--- config.mk ---
export PLATFORM = sky130hd
export DESIGN_NAME = mpeg_audio_frame_sync_finder_core
export DESIGN_NICKNAME = d
export VERILOG_FILES = /design/src/rtl/mafs_pkg.sv /design/src/rtl/mpeg_audio_frame_sync_finder_core.sv /design/src/rtl/mafs_ctrl.sv /design/src/rtl/mafs_dp.sv
export SDC_FILE = /design/constraint.sdc
export NUM_CORES = 1
export LEC_CHECK = 0
export BUFFER_PORTS_ARGS = -buffer_cell sky130_fd_sc_hd__buf_2
export CORE_ASPECT_RATIO = 0.75
export CORE_MARGIN = 2
export CORE_UTILIZATION = 50
export CTS_BUF_LIST = sky130_fd_sc_hd__clkbuf_16
export CTS_CLUSTER_DIAMETER = 100
export DETAILED_ROUTE_END_ITERATION = 12
export PLACE_DENSITY = 0.68
export SLEW_MARGIN = 30
export SYNTH_ARGS = -nofsm -noshare
export SYNTH_HDL_FRONTEND = slang
export SYNTH_HIERARCHICAL = 1
export SYNTH_SLANG_ARGS = --single-unit
--- constraint.sdc ---
create_clock -name clk -period 8.85 [get_ports clk]
set_input_delay 1.77 -clock clk [delete_from_list [all_inputs] [get_ports clk]]
set_output_delay 1.77 -clock clk [all_outputs]
set_load 0.02 [all_outputs]
--- src/rtl/mafs_pkg.sv ---
`default_nettype none

package mafs_pkg;

	// stream position counter width
	localparam int POSITION_BITS = 32;

	// frame length divider: quotient bits, one per step
	localparam int DIV_STEPS = 12;
	localparam int CNT_BITS  = $clog2(DIV_STEPS);
	localparam int COEF_BITS = 18;
	localparam int RATE_BITS = 9;
	localparam int FREQ_BITS = 16;
	localparam int PROD_BITS = COEF_BITS + RATE_BITS;
	localparam int LEN_BITS  = 11;
	localparam int LEN_MAX   = (1 << LEN_BITS) - 1;

	// version codes as reported
	localparam logic [1:0] VER_MPEG1  = 2'd0;
	localparam logic [1:0] VER_MPEG2  = 2'd1;
	localparam logic [1:0] VER_MPEG25 = 2'd2;

	// layer numbers
	localparam logic [1:0] LAYER_NONE = 2'd0;
	localparam logic [1:0] LAYER_1    = 2'd1;
	localparam logic [1:0] LAYER_2    = 2'd2;
	localparam logic [1:0] LAYER_3    = 2'd3;

	// channel mode code for single channel
	localparam logic [1:0] MODE_MONO = 2'd3;

	typedef enum logic [1:0] {
		ST_IDLE,
		ST_MUL,
		ST_DIV,
		ST_LOAD
	} state_t;

	// controller to datapath commands
	typedef struct packed {
		logic shift;
		logic capture;
		logic mul;
		logic div_step;
		logic load;
	} cmd_t;

	// datapath to controller status
	typedef struct packed {
		logic hdr_ok;
	} sts_t;

	// bitrate tables in kbit/s
	localparam logic [RATE_BITS-1:0] RATE_V1_L1 [16] = '{
		9'd0, 9'd32, 9'd64, 9'd96, 9'd128, 9'd160, 9'd192, 9'd224,
		9'd256, 9'd288, 9'd320, 9'd352, 9'd384, 9'd416, 9'd448, 9'd0};
	localparam logic [RATE_BITS-1:0] RATE_V1_L2 [16] = '{
		9'd0, 9'd32, 9'd48, 9'd56, 9'd64, 9'd80, 9'd96, 9'd112,
		9'd128, 9'd160, 9'd192, 9'd224, 9'd256, 9'd320, 9'd384, 9'd0};
	localparam logic [RATE_BITS-1:0] RATE_V1_L3 [16] = '{
		9'd0, 9'd32, 9'd40, 9'd48, 9'd56, 9'd64, 9'd80, 9'd96,
		9'd112, 9'd128, 9'd160, 9'd192, 9'd224, 9'd256, 9'd320, 9'd0};
	localparam logic [RATE_BITS-1:0] RATE_V2_L1 [16] = '{
		9'd0, 9'd32, 9'd48, 9'd56, 9'd64, 9'd80, 9'd96, 9'd112,
		9'd128, 9'd144, 9'd160, 9'd176, 9'd192, 9'd224, 9'd256, 9'd0};
	localparam logic [RATE_BITS-1:0] RATE_V2_L23 [16] = '{
		9'd0, 9'd8, 9'd16, 9'd24, 9'd32, 9'd40, 9'd48, 9'd56,
		9'd64, 9'd80, 9'd96, 9'd112, 9'd128, 9'd144, 9'd160, 9'd0};

	// sample rates in hz, reserved index reads zero
	localparam logic [FREQ_BITS-1:0] FREQ_V1 [4]  = '{16'd44100, 16'd48000, 16'd32000, 16'd0};
	localparam logic [FREQ_BITS-1:0] FREQ_V2 [4]  = '{16'd22050, 16'd24000, 16'd16000, 16'd0};
	localparam logic [FREQ_BITS-1:0] FREQ_V25 [4] = '{16'd11025, 16'd12000, 16'd8000, 16'd0};

	function automatic logic [RATE_BITS-1:0] rate_lookup(input logic [1:0] ver,
		input logic [1:0] layer, input logic [3:0] idx);
		logic [RATE_BITS-1:0] r;
		r = '0;
		if (ver == VER_MPEG1) begin
			case (layer)
				LAYER_1: r = RATE_V1_L1[idx];
				LAYER_2: r = RATE_V1_L2[idx];
				LAYER_3: r = RATE_V1_L3[idx];
				default: r = '0;
			endcase
		end else begin
			case (layer)
				LAYER_1: r = RATE_V2_L1[idx];
				LAYER_2, LAYER_3: r = RATE_V2_L23[idx];
				default: r = '0;
			endcase
		end
		return r;
	endfunction

	function automatic logic [FREQ_BITS-1:0] freq_lookup(input logic [1:0] ver,
		input logic [1:0] idx);
		logic [FREQ_BITS-1:0] f;
		case (ver)
			VER_MPEG1:  f = FREQ_V1[idx];
			VER_MPEG2:  f = FREQ_V2[idx];
			VER_MPEG25: f = FREQ_V25[idx];
			default:    f = '0;
		endcase
		return f;
	endfunction

	function automatic logic [10:0] spf_lookup(input logic [1:0] ver, input logic [1:0] layer);
		logic [10:0] s;
		case (layer)
			LAYER_1: s = 11'd384;
			LAYER_2: s = 11'd1152;
			LAYER_3: s = (ver == VER_MPEG1) ? 11'd1152 : 11'd576;
			default: s = 11'd0;
		endcase
		return s;
	endfunction

	// length numerator factor: 12000 for layer i, spf/8*1000 otherwise
	function automatic logic [COEF_BITS-1:0] coef_lookup(input logic [1:0] layer,
		input logic [10:0] spf);
		logic [COEF_BITS-1:0] c;
		if (layer == LAYER_1) begin
			c = 18'd12000;
		end else if (spf == 11'd1152) begin
			c = 18'd144000;
		end else begin
			c = 18'd72000;
		end
		return c;
	endfunction

	// allowed layer ii bitrate and mode pairs
	function automatic logic layer2_ok(input logic [RATE_BITS-1:0] rate, input logic mono);
		logic ok;
		ok = 1'b0;
		if (rate inside {9'd64, 9'd96, 9'd112, 9'd128, 9'd160, 9'd192}) begin
			ok = 1'b1;
		end else if (!mono && (rate inside {9'd224, 9'd256, 9'd320, 9'd384})) begin
			ok = 1'b1;
		end else if (mono && (rate inside {9'd32, 9'd48, 9'd56, 9'd80})) begin
			ok = 1'b1;
		end
		return ok;
	endfunction

endpackage

`default_nettype wire

--- src/rtl/mpeg_audio_frame_sync_finder_core.sv ---
`default_nettype none

// MPEG audio frame sync finder. Takes the stream one byte per request and
// tests every four-byte window as a frame header; a passing header yields one
// result with its stream offset and decoded frame parameters. Bytes that do not
// complete a valid header are taken one per cycle while no frame length is
// being formed. A byte that completes a valid header holds the input while the
// frame length is formed (a multiply step, then a restoring divider that forms
// the 12-bit quotient one bit per cycle, then the load into the result
// register), and longer if the previous result is still stalled at the output.
// Byte traffic keeps flowing while a finished result waits to be taken. The
// first three bytes after reset only fill the window. The offset counter wraps at 32 bits.
module mpeg_audio_frame_sync_finder_core (
	input  wire logic        clk,
	input  wire logic        arst_n,
	input  wire logic        in_valid,
	output logic             in_stall,
	input  wire logic [7:0]  data_byte,
	output logic             out_valid,
	input  wire logic        out_stall,
	output logic [31:0]      header_offset,
	output logic [10:0]      frame_bytes,
	output logic [8:0]       bitrate_kbps,
	output logic [15:0]      sample_rate_hz,
	output logic [1:0]       layer_number,
	output logic [1:0]       version_code,
	output logic [1:0]       channel_count,
	output logic [10:0]      samples_per_frame,
	output logic             crc_present,
	output logic             padding_flag
);

	mafs_pkg::cmd_t cmd;
	mafs_pkg::sts_t sts;

	// sequencing and handshakes
	mafs_ctrl u_ctrl (
		.clk       (clk),
		.arst_n    (arst_n),
		.in_valid  (in_valid),
		.in_stall  (in_stall),
		.out_valid (out_valid),
		.out_stall (out_stall),
		.sts       (sts),
		.cmd       (cmd)
	);

	// window, decode, divider and result register
	mafs_dp u_dp (
		.clk               (clk),
		.arst_n            (arst_n),
		.cmd               (cmd),
		.sts               (sts),
		.data_byte         (data_byte),
		.header_offset     (header_offset),
		.frame_bytes       (frame_bytes),
		.bitrate_kbps      (bitrate_kbps),
		.sample_rate_hz    (sample_rate_hz),
		.layer_number      (layer_number),
		.version_code      (version_code),
		.channel_count     (channel_count),
		.samples_per_frame (samples_per_frame),
		.crc_present       (crc_present),
		.padding_flag      (padding_flag)
	);

endmodule

`default_nettype wire

--- src/rtl/mafs_ctrl.sv ---
`default_nettype none

module mafs_ctrl (
	input  wire logic            clk,
	input  wire logic            arst_n,
	input  wire logic            in_valid,
	output logic                 in_stall,
	output logic                 out_valid,
	input  wire logic            out_stall,
	input  wire mafs_pkg::sts_t  sts,
	output mafs_pkg::cmd_t       cmd
);

	mafs_pkg::state_t                 state_q, state_d;
	logic [mafs_pkg::CNT_BITS-1:0]    cnt_q, cnt_d;
	logic                             out_valid_q;
	logic                             in_take;
	logic                             out_take;

	assign out_valid = out_valid_q;
	assign out_take  = out_valid_q && !out_stall;

	// state and step counter
	always_ff @(posedge clk or negedge arst_n) begin
		if (!arst_n) begin
			state_q <= mafs_pkg::ST_IDLE;
			cnt_q   <= '0;
		end else begin
			state_q <= state_d;
			cnt_q   <= cnt_d;
		end
	end

	// next state and commands
	always_comb begin
		state_d  = state_q;
		cnt_d    = cnt_q;
		cmd      = '0;
		in_stall = 1'b1;
		in_take  = 1'b0;
		case (state_q)
			mafs_pkg::ST_IDLE: begin
				in_stall    = 1'b0;
				in_take     = in_valid;
				cmd.shift   = in_take;
				cmd.capture = in_take && sts.hdr_ok;
				if (cmd.capture) begin
					state_d = mafs_pkg::ST_MUL;
				end
			end
			mafs_pkg::ST_MUL: begin
				cmd.mul = 1'b1;
				cnt_d   = '0;
				state_d = mafs_pkg::ST_DIV;
			end
			mafs_pkg::ST_DIV: begin
				cmd.div_step = 1'b1;
				cnt_d        = cnt_q + 1'b1;
				if (cnt_q == mafs_pkg::CNT_BITS'(mafs_pkg::DIV_STEPS - 1)) begin
					state_d = mafs_pkg::ST_LOAD;
				end
			end
			mafs_pkg::ST_LOAD: begin
				if (!out_valid_q || !out_stall) begin
					cmd.load = 1'b1;
					state_d  = mafs_pkg::ST_IDLE;
				end
			end
			default: begin
				state_d = mafs_pkg::ST_IDLE;
			end
		endcase
	end

	// result register occupancy
	always_ff @(posedge clk or negedge arst_n) begin
		if (!arst_n) begin
			out_valid_q <= 1'b0;
		end else if (cmd.load) begin
			out_valid_q <= 1'b1;
		end else if (out_take) begin
			out_valid_q <= 1'b0;
		end
	end

`ifndef ASSERT_OFF
	// a new result never overwrites one still waiting
	a_no_overwrite: assert property (@(posedge clk) disable iff (!arst_n)
		cmd.load |-> (!out_valid_q || !out_stall))
		else $error("result overwritten while stalled");

	// a passing header always starts the length computation
	a_capture_starts: assert property (@(posedge clk) disable iff (!arst_n)
		cmd.capture |=> (state_q == mafs_pkg::ST_MUL))
		else $error("capture did not start computation");

	// a stalled result stays offered
	a_result_held: assert property (@(posedge clk) disable iff (!arst_n)
		(out_valid_q && out_stall) |=> out_valid_q)
		else $error("stalled result dropped");

	// divider step count stays in range
	a_cnt_range: assert property (@(posedge clk) disable iff (!arst_n)
		(state_q == mafs_pkg::ST_DIV) |->
		(cnt_q <= mafs_pkg::CNT_BITS'(mafs_pkg::DIV_STEPS - 1)))
		else $error("divider step count out of range");
`endif

endmodule

`default_nettype wire

--- src/rtl/mafs_dp.sv ---
`default_nettype none

module mafs_dp (
	input  wire logic            clk,
	input  wire logic            arst_n,
	input  wire mafs_pkg::cmd_t  cmd,
	output mafs_pkg::sts_t       sts,
	input  wire logic [7:0]      data_byte,
	output logic [31:0]          header_offset,
	output logic [10:0]          frame_bytes,
	output logic [8:0]           bitrate_kbps,
	output logic [15:0]          sample_rate_hz,
	output logic [1:0]           layer_number,
	output logic [1:0]           version_code,
	output logic [1:0]           channel_count,
	output logic [10:0]          samples_per_frame,
	output logic                 crc_present,
	output logic                 padding_flag
);

	localparam int PB = mafs_pkg::POSITION_BITS;
	localparam int PW = mafs_pkg::PROD_BITS;
	localparam int QB = mafs_pkg::DIV_STEPS;

	// window, fill count and position
	logic [7:0]    win_q [3];
	logic [1:0]    seen_q;
	logic [PB-1:0] pos_q;

	// decode of the current window
	logic [7:0]                        b0, b1, b2, b3;
	logic [1:0]                        vbits, lbits, ver, layer, mode;
	logic [mafs_pkg::RATE_BITS-1:0]    rate;
	logic [mafs_pkg::FREQ_BITS-1:0]    freq;
	logic [10:0]                       spf;
	logic                              full;
	logic [PB-1:0]                     offset;

	// captured header
	logic [mafs_pkg::RATE_BITS-1:0]    rate_q;
	logic [mafs_pkg::FREQ_BITS-1:0]    freq_q;
	logic [mafs_pkg::COEF_BITS-1:0]    coef_q;
	logic [1:0]                        layer_q, ver_q;
	logic                              mono_q, crc_q, pad_q;
	logic [10:0]                       spf_q;
	logic [PB-1:0]                     off_q;

	// divider
	logic [PW-1:0] rem_q, div_q;
	logic [QB-1:0] quot_q;

	// length assembly
	logic [QB:0]   qp;
	logic [QB+2:0] len_full;
	logic [63:0]   off_ext;

	assign b0 = win_q[0];
	assign b1 = win_q[1];
	assign b2 = win_q[2];
	assign b3 = data_byte;

	// header field decode
	always_comb begin
		vbits = b1[4:3];
		lbits = b1[2:1];
		mode  = b3[7:6];
		full  = (seen_q == 2'd3);
		case (vbits)
			2'd0:    ver = mafs_pkg::VER_MPEG25;
			2'd2:    ver = mafs_pkg::VER_MPEG2;
			default: ver = mafs_pkg::VER_MPEG1;
		endcase
		case (lbits)
			2'd1:    layer = mafs_pkg::LAYER_3;
			2'd2:    layer = mafs_pkg::LAYER_2;
			2'd3:    layer = mafs_pkg::LAYER_1;
			default: layer = mafs_pkg::LAYER_NONE;
		endcase
		rate = mafs_pkg::rate_lookup(ver, layer, b2[7:4]);
		freq = mafs_pkg::freq_lookup(ver, b2[3:2]);
		spf  = mafs_pkg::spf_lookup(ver, layer);
		sts.hdr_ok = full && (b0 == 8'hFF) && (layer != mafs_pkg::LAYER_NONE)
			&& (rate != '0) && (freq != '0)
			&& ((layer != mafs_pkg::LAYER_2)
			|| mafs_pkg::layer2_ok(rate, mode == mafs_pkg::MODE_MONO));
		offset = pos_q - PB'(3);
	end

	// byte window shift
	always_ff @(posedge clk or negedge arst_n) begin
		if (!arst_n) begin
			win_q[0] <= '0;
			win_q[1] <= '0;
			win_q[2] <= '0;
			seen_q   <= '0;
			pos_q    <= '0;
		end else if (cmd.shift) begin
			win_q[0] <= win_q[1];
			win_q[1] <= win_q[2];
			win_q[2] <= data_byte;
			if (seen_q != 2'd3) begin
				seen_q <= seen_q + 2'd1;
			end
			pos_q <= pos_q + PB'(1);
		end
	end

	// header capture
	always_ff @(posedge clk) begin
		if (cmd.capture) begin
			rate_q  <= rate;
			freq_q  <= freq;
			coef_q  <= mafs_pkg::coef_lookup(layer, spf);
			layer_q <= layer;
			ver_q   <= ver;
			mono_q  <= (mode == mafs_pkg::MODE_MONO);
			crc_q   <= !b1[0];
			pad_q   <= b2[1];
			spf_q   <= spf;
			off_q   <= offset;
		end
	end

	// numerator product, then restoring division one quotient bit per step
	always_ff @(posedge clk) begin
		if (cmd.mul) begin
			rem_q  <= PW'(coef_q) * PW'(rate_q);
			div_q  <= {freq_q, (PW - mafs_pkg::FREQ_BITS)'(0)} >> (PW - mafs_pkg::FREQ_BITS - (QB - 1));
			quot_q <= '0;
		end else if (cmd.div_step) begin
			if (rem_q >= div_q) begin
				rem_q  <= rem_q - div_q;
				quot_q <= {quot_q[QB-2:0], 1'b1};
			end else begin
				quot_q <= {quot_q[QB-2:0], 1'b0};
			end
			div_q <= div_q >> 1;
		end
	end

	// frame length with padding, layer i counts four-byte slots
	always_comb begin
		qp = (QB + 1)'(quot_q) + (QB + 1)'(pad_q);
		if (layer_q == mafs_pkg::LAYER_1) begin
			len_full = {qp, 2'b00};
		end else begin
			len_full = (QB + 3)'(qp);
		end
		off_ext = 64'(off_q);
	end

	// result register
	always_ff @(posedge clk) begin
		if (cmd.load) begin
			header_offset <= off_ext[31:0];
			if (len_full > (QB + 3)'(mafs_pkg::LEN_MAX)) begin
				frame_bytes <= mafs_pkg::LEN_BITS'(mafs_pkg::LEN_MAX);
			end else begin
				frame_bytes <= len_full[mafs_pkg::LEN_BITS-1:0];
			end
			bitrate_kbps      <= rate_q;
			sample_rate_hz    <= freq_q;
			layer_number      <= layer_q;
			version_code      <= ver_q;
			channel_count     <= mono_q ? 2'd1 : 2'd2;
			samples_per_frame <= spf_q;
			crc_present       <= crc_q;
			padding_flag      <= pad_q;
		end
	end

endmodule

`default_nettype wire

Word level (Yosys, flattened, before mapping)

Memory sizes are Yosys's and may differ from the RTL's.
Index checks and enable logic that the tools add are counted.

Add/sub/neg operators: 6
Multipliers: 1
Magnitude comparators: 4
Equal/unequal tests: 37
Muxes and demuxes: 52
Bitwise gates (word level): 2
Reduce and logical (&&, ||, !) cells: 32

Operator list:

| kind                    | number |
|---|---|
| $mux W27                | 5 |
| $mux W9                 | 11 |
| $bmux W16 S2            | 3 |
| $mux W16                | 6 |
| $pmux W16 S3            | 1 |
| $eq A9 B7 Y1 const B    | 4 |
| $eq A9 B8 Y1 const B    | 4 |
| $pmux W11 S3            | 1 |
| $add A32 B1 Y32 const B | 1 |
| $sub A32 B2 Y32 const B | 1 |
| $eq A9 B6 Y1 const B    | 3 |
| $eq A9 B9 Y1 const B    | 3 |
| $ge A27 B27 Y1          | 1 |
| $mul A18 B9 Y27         | 1 |
| $pmux W9 S3             | 1 |
| $sub A27 B27 Y27        | 1 |
| $eq A2 B2 Y1 const B    | 10 |
| $mux W18                | 1 |
| $pmux W9 S2             | 1 |
| $reduce_bool A16 Y1     | 1 |
| $gt A15 B11 Y1 const B  | 1 |
| $mux W15                | 1 |
| $add A12 B1 Y13         | 1 |
| $eq A11 B11 Y1 const B  | 1 |
| other kinds (29)        | 70 |

Register bits after elaboration: 311
Memory bits (read-only): 720
Input port bits: 12
Output and inout bits: 89
Logic and storage cells: 171
Memories: 5

Memories:

| name             | depth | bits a word | rd ports | clocked after Yosys merged registers in | write ports | line           | RTL |
|---|---|---|---|---|---|---|---|
| (name not given) | 16    | 9           | 1        | 0                                       | 0           | mafs_pkg.sv:82 | `LAYER_2: r = RATE_V1_L2[idx];` |
| (name not given) | 16    | 9           | 1        | 0                                       | 0           | mafs_pkg.sv:81 | `LAYER_1: r = RATE_V1_L1[idx];` |
| (name not given) | 16    | 9           | 1        | 0                                       | 0           | mafs_pkg.sv:83 | `LAYER_3: r = RATE_V1_L3[idx];` |
| (name not given) | 16    | 9           | 1        | 0                                       | 0           | mafs_pkg.sv:88 | `LAYER_1: r = RATE_V2_L1[idx];` |
| (name not given) | 16    | 9           | 1        | 0                                       | 0           | mafs_pkg.sv:89 | `LAYER_2, LAYER_3: r = RATE_V2_L23[idx];` |

Depth between registers and ports, before layout

Depth in word-level cells: 17
Gate-level depth with buffers: 18
Gate-level depth less buffers: 18

By module

The synthesis kept the hierarchy.

By module, submodules not included:

| module    | instances | cells an instance | area an instance (µm²) |
|---|---|---|---|
| mafs_dp   | 1         | 1307              | 14761.7 |
| mafs_ctrl | 1         | 44                | 449.2 |

Worst setup path after synthesis

No wires, ideal clock.

Path type: in2reg
Start: in out_stall
End: reg u_dp.bitrate_kbps[3], enable pin
Setup time: 0.622 ns
Arrival time: 7.227 ns
Path slack: 1.001 ns
Stages on the path: 1
Buffers on the path: 0
Path through: a21boi_0

Word-level cells in the longest chain between the ends: 4

RTL lines:

| what                   | line                                    | RTL |
|---|---|---|
| start: declaration     | mpeg_audio_frame_sync_finder_core.sv:20 | `input wire logic out_stall,` |
| $logic_not A1 Y1       | mafs_ctrl.sv:64                         | `if (!out_valid_q \|\| !out_stall) begin` |
| $logic_or A1 B1 Y1     | mafs_ctrl.sv:64                         |  |
| $mux W1                | mafs_ctrl.sv:64                         |  |
| $mux W1                | mafs_ctrl.sv:41                         | `case (state_q)` |
| end signal: assignment | mafs_dp.sv:161                          | `bitrate_kbps <= rate_q;` |
| end: declaration       | mafs_dp.sv:11                           | `output logic [8:0] bitrate_kbps,` |

No other way between the ends.
A chain may end at the register's enable or synchronous reset.

Final worst setup path

Start: reg u_dp/rate_q[5] in the netlist's numbering
End: reg u_dp.rem_q[26], data pin

Word-level cells in the longest chain between the ends: 2

RTL lines:

| what                     | line           | RTL |
|---|---|---|
| start: declaration       | mafs_dp.sv:40  | `logic [mafs_pkg::RATE_BITS-1:0] rate_q;` |
| start signal: assignment | mafs_dp.sv:111 | `rate_q <= rate;` |
| $mul A18 B9 Y27          | mafs_dp.sv:127 | `rem_q <= PW'(coef_q) * PW'(rate_q);` |
| $mux W27                 | mafs_dp.sv:126 | `if (cmd.mul) begin` |
| end signal: assignment   | mafs_dp.sv:127 |  |
| end signal: assignment   | mafs_dp.sv:132 | `rem_q <= rem_q - div_q;` |
| end: declaration         | mafs_dp.sv:49  | `logic [PW-1:0] rem_q, div_q;` |

No other way between the ends.

==> results.tsv <==
stage	metric	value	unit
cts	clockRootBuffer	clkbuf_16	
cts	cts.reportedPaths.clkPinSlew	60	ps
cts	cts-resized-gates	0	
synthesis	async_flop_share	23.64	%
critical_path	path_class	register to register	
status	status	finished clean	
routing	drc	0	
timing	fin_setup_tns	0	ps
synthesis	synth_edf_count	187	
critical_path	worst_r2r_path_depth	16	
timing	finalHoldViolations	0	
synthesis	synth_compound_area_share	10.77	%
timing	slew-limit-headroom	40.97	%
cts	cts_tree	done	
critical_path	cp_data_arrival_time	5240	ps
power	p_leak	7.172	nW
cells_and_area	fillers	2551	
synthesis	avgSynthCellArea	11.26	um2
synthesis	ys_warn_count	6	
cells_and_area	fin_nets	1566	
die	die_w	205.4	um
critical_path	startpoint	u_dp/rate_q[5]	
critical_path	path_cells	and2_1 -> fa_1 -> inv_1 -> fa_1 -> inv_1 -> fa_1 -> ha_1 -> fa_1 -> a211oi_1 -> o21ai_0 -> nand2_1 -> o2111ai_1 -> o211a_1 -> a31oi_1 -> xor2_1 -> a221oi_1	
timing	finalSetupViolCount	0	
synthesis	synth-seq-cells	275	
critical_path	r2r_slack	3850	ps
synthesis	synth_xor_area_share	5.643	%
die	core.rowCount	55	
critical_path	cp-end-kind	register	
cts	clockBufferDepth	3	
synthesis	synth_cell_types	76	
synthesis	synth_top_family_by_area	simple AND/OR/NAND/NOR gates	
global_route	antenna_found_initial	0	
place	hpwl	22290	um
cts	clock-sinks	275	
synthesis	syn-cell-area	15210	um2
cts	clk_latency	550	ps
routing	first_pass_iters	5	
timing	rsz0062_at_grt	no	
timing	holdWs	418.2	ps
cells_and_area	final_cell_mix	edfxtp_1 (187), nand2_1 (114), inv_1 (104)	
critical_path	cpPeakStageDelay	530	ps
cells_and_area	drive_gt1_share	13.00	%
global_route	grt_overflow	0	
routing	drt-total-wl	31130	um
die	core_area	30070	um2
critical_path	critPathCapture	u_dp/rem_q[26]	
place	dp_slack	3922	ps
timing	tightest_slew	885.5	ps
power	peakVddDrop	357.0	uV
cells_and_area	final_common_cell	edfxtp_1	
place	dp_cells	1792	
routing	drt_iter0_markers	783	
hold_path	min_path_type	register to register	
critical_path	cp_slowest_cell	fa_1	
cells_and_area	finalCoreUtilization	56.15	%
cells_and_area	final_area	16890	um2
timing	finalCritPeriodShare	56.46	%
synthesis	yosys_most_used_dff	edfxtp_1	
critical_path	reg2reg_from	u_dp/rate_q[5]	
die	initial_utilization	50.58	%
place	io_buffers	90	
timing	min_period	4996	ps
cells_and_area	area_delta_synth_final	11.01	%
cells_and_area	diodes	0	
cells_and_area	layoutNonFillerInstCount	1845	
cts	cts_inserted_buffers	28	
synthesis	synth_fa_ha_area_share	12.12	%
routing	antenna_left	0	
power	powerDensity	325.8	nW/um2
run	maxCapViolCount	0	
routing	vias_per_cell	5.474	
global_route	grt_pass1_wl	50480	um
global_route	first_global_vias	9596	
routing	num_vias	10100	
synthesis	netlist_instances	1351	
die	die_area	31850	um2
timing	skew	12.11	ps
place	gp_congestion	0.9054	
timing	max_freq	0.2001	GHz
critical_path	critical_path.most_common_cell	fa_1	
place	placed_area	15950	um2
global_route	grt_start_max_net_pins	81	
critical_path	crit_required	9100	ps
cts	htree_levels	1	
synthesis	ys_seq_area_share	50.64	%
critical_path	cp-start-kind	register	
die	die_h	155.1	um
critical_path	critPathMaxFanout	7	
cts	postCtsSetupBuffers	0	
timing	maxSlewViolCount	0	
critical_path	worstReg2RegEnd	u_dp/rem_q[26]	
routing	routedWlPerCell	16.87	um
global_route	grt_use_total	19.73	%
synthesis	synth.mux.area_fraction	3.397	%
synthesis	yosys.area_share.simple	12.87	%
die	io_pins	101	
timing	fin_ws	3854	ps
power	p_total	5.502	mW
cts	postCtsHoldBufs	0	
## critical path, delay by kind of cell (launching register included)
| kind | cells | cell delay [ps] |
|---|---|---|
| AOI/OAI and AO/OA | 6 | 1210 |
| adders and majority gates | 5 | 2330 |
| and+or+nand+nor | 2 | 370 |
| buffers and inverters | 2 | 110 |
| DFF | 1 | 480 |
| xor gates and xnor gates | 1 | 190 |
## flip-flops by register name, summed over array words and instances (netlist names), 4 cells and up
| register | cells |
|---|---|
| u_dp/b2 | 8 |
| u_dp/div_q | 27 |
| u_dp/quot_q | 12 |
| u_dp/rem_q | 27 |
| u_ctrl/cnt_q | 4 |
| u_dp/bitrate_kbps | 6 |
| u_dp/sample_rate_hz | 14 |
| u_dp/freq_q | 14 |
| u_dp/coef_q | 6 |
| u_dp/off_q | 32 |
| u_dp/pos_q | 32 |
| u_dp/spf_q | 4 |
| u_dp/rate_q | 6 |
| u_dp/b0 | 8 |
| u_dp/header_offset | 32 |
| u_dp/frame_bytes | 11 |
| u_dp/samples_per_frame | 4 |
| u_dp/b1 | 8 |
## worst min-delay path by stage
stage | from | slack [ps] | cells past startpoint | to
finish | u_dp/off_q[8] | 420 | 0 | u_dp/header_offset[8]
global route | u_dp/off_q[0] | 430 | 0 | u_dp/header_offset[0]
CTS | u_dp/off_q[8] | 420 | 0 | u_dp/header_offset[8]
detailed placement | u_dp/off_q[17] | 410 | 0 | u_dp/header_offset[17]
global placement | u_dp/off_q[22] | 400 | 0 | u_dp/header_offset[22]
floorplan | u_dp/crc_q | 400 | 0 | u_dp/crc_present
## synth_stat cells (28+ instances only)
| cell type | instances | area (um2) |
|---|---|---|
| fa_1 | 29 | 580.6 |
| nand3_1 | 28 | 140.1 |
| o21ai_0 | 72 | 360.4 |
| xor2_1 | 38 | 332.8 |
| inv_1 | 99 | 371.6 |
| mux2i_1 | 28 | 280.3 |
| edfxtp_1 | 187 | 5615 |
| nand2_1 | 114 | 427.9 |
| ha_1 | 101 | 1264 |
| a21oi_1 | 50 | 250.2 |
| dfrtp_1 | 65 | 1627 |
| nor2_1 | 85 | 319.1 |
| clkbuf_1 | 31 | 116.4 |
| and2_1 | 37 | 231.5 |
| xnor2_1 | 60 | 525.5 |
## logic make-up after synthesis
logic type | after synthesis
AO/OA/AOI/OAI | 249
XOR/XNOR | 98
adder cells (fa/ha/maj) | 130
buffers and inverters | 163
flip-flops | 275
multiplexers | 48
other | 1
AND/OR/NAND/NOR | 387
## cell type report
type	count	area, um2	share of cell area, %
clock buffer	29	725.7	4.298
clock inverter	23	175.2	1.037
inverter	100	375.4	2.223
multi-input combinational	922	6885	40.78
sequential	275	7702	45.61
tap	399	499.2	2.956
timing repair buffer	97	523.0	3.097
## power by group
part / switching [mW] / internal [mW] / leakage (nW)
combinational: 1.41 / 0.872 / 3.88
clock: 0.497 / 0.654 / 0.463
sequential: 0.219 / 1.84 / 2.83
total: 2.13 / 3.37 / 7.17
## routing by layer
metal,part of all wire (%),up-vias,routed length [um],global-route usage (%)
met1,50,4827,15720,30.92
li1,-,4962,-,-
met4,1.7,0,514,4.077
met2,42,271,13180,28.84
met3,5.5,40,1722,3.142
met5,0,-,0,0
No activity file was read; power rests on OpenSTA's default activity.
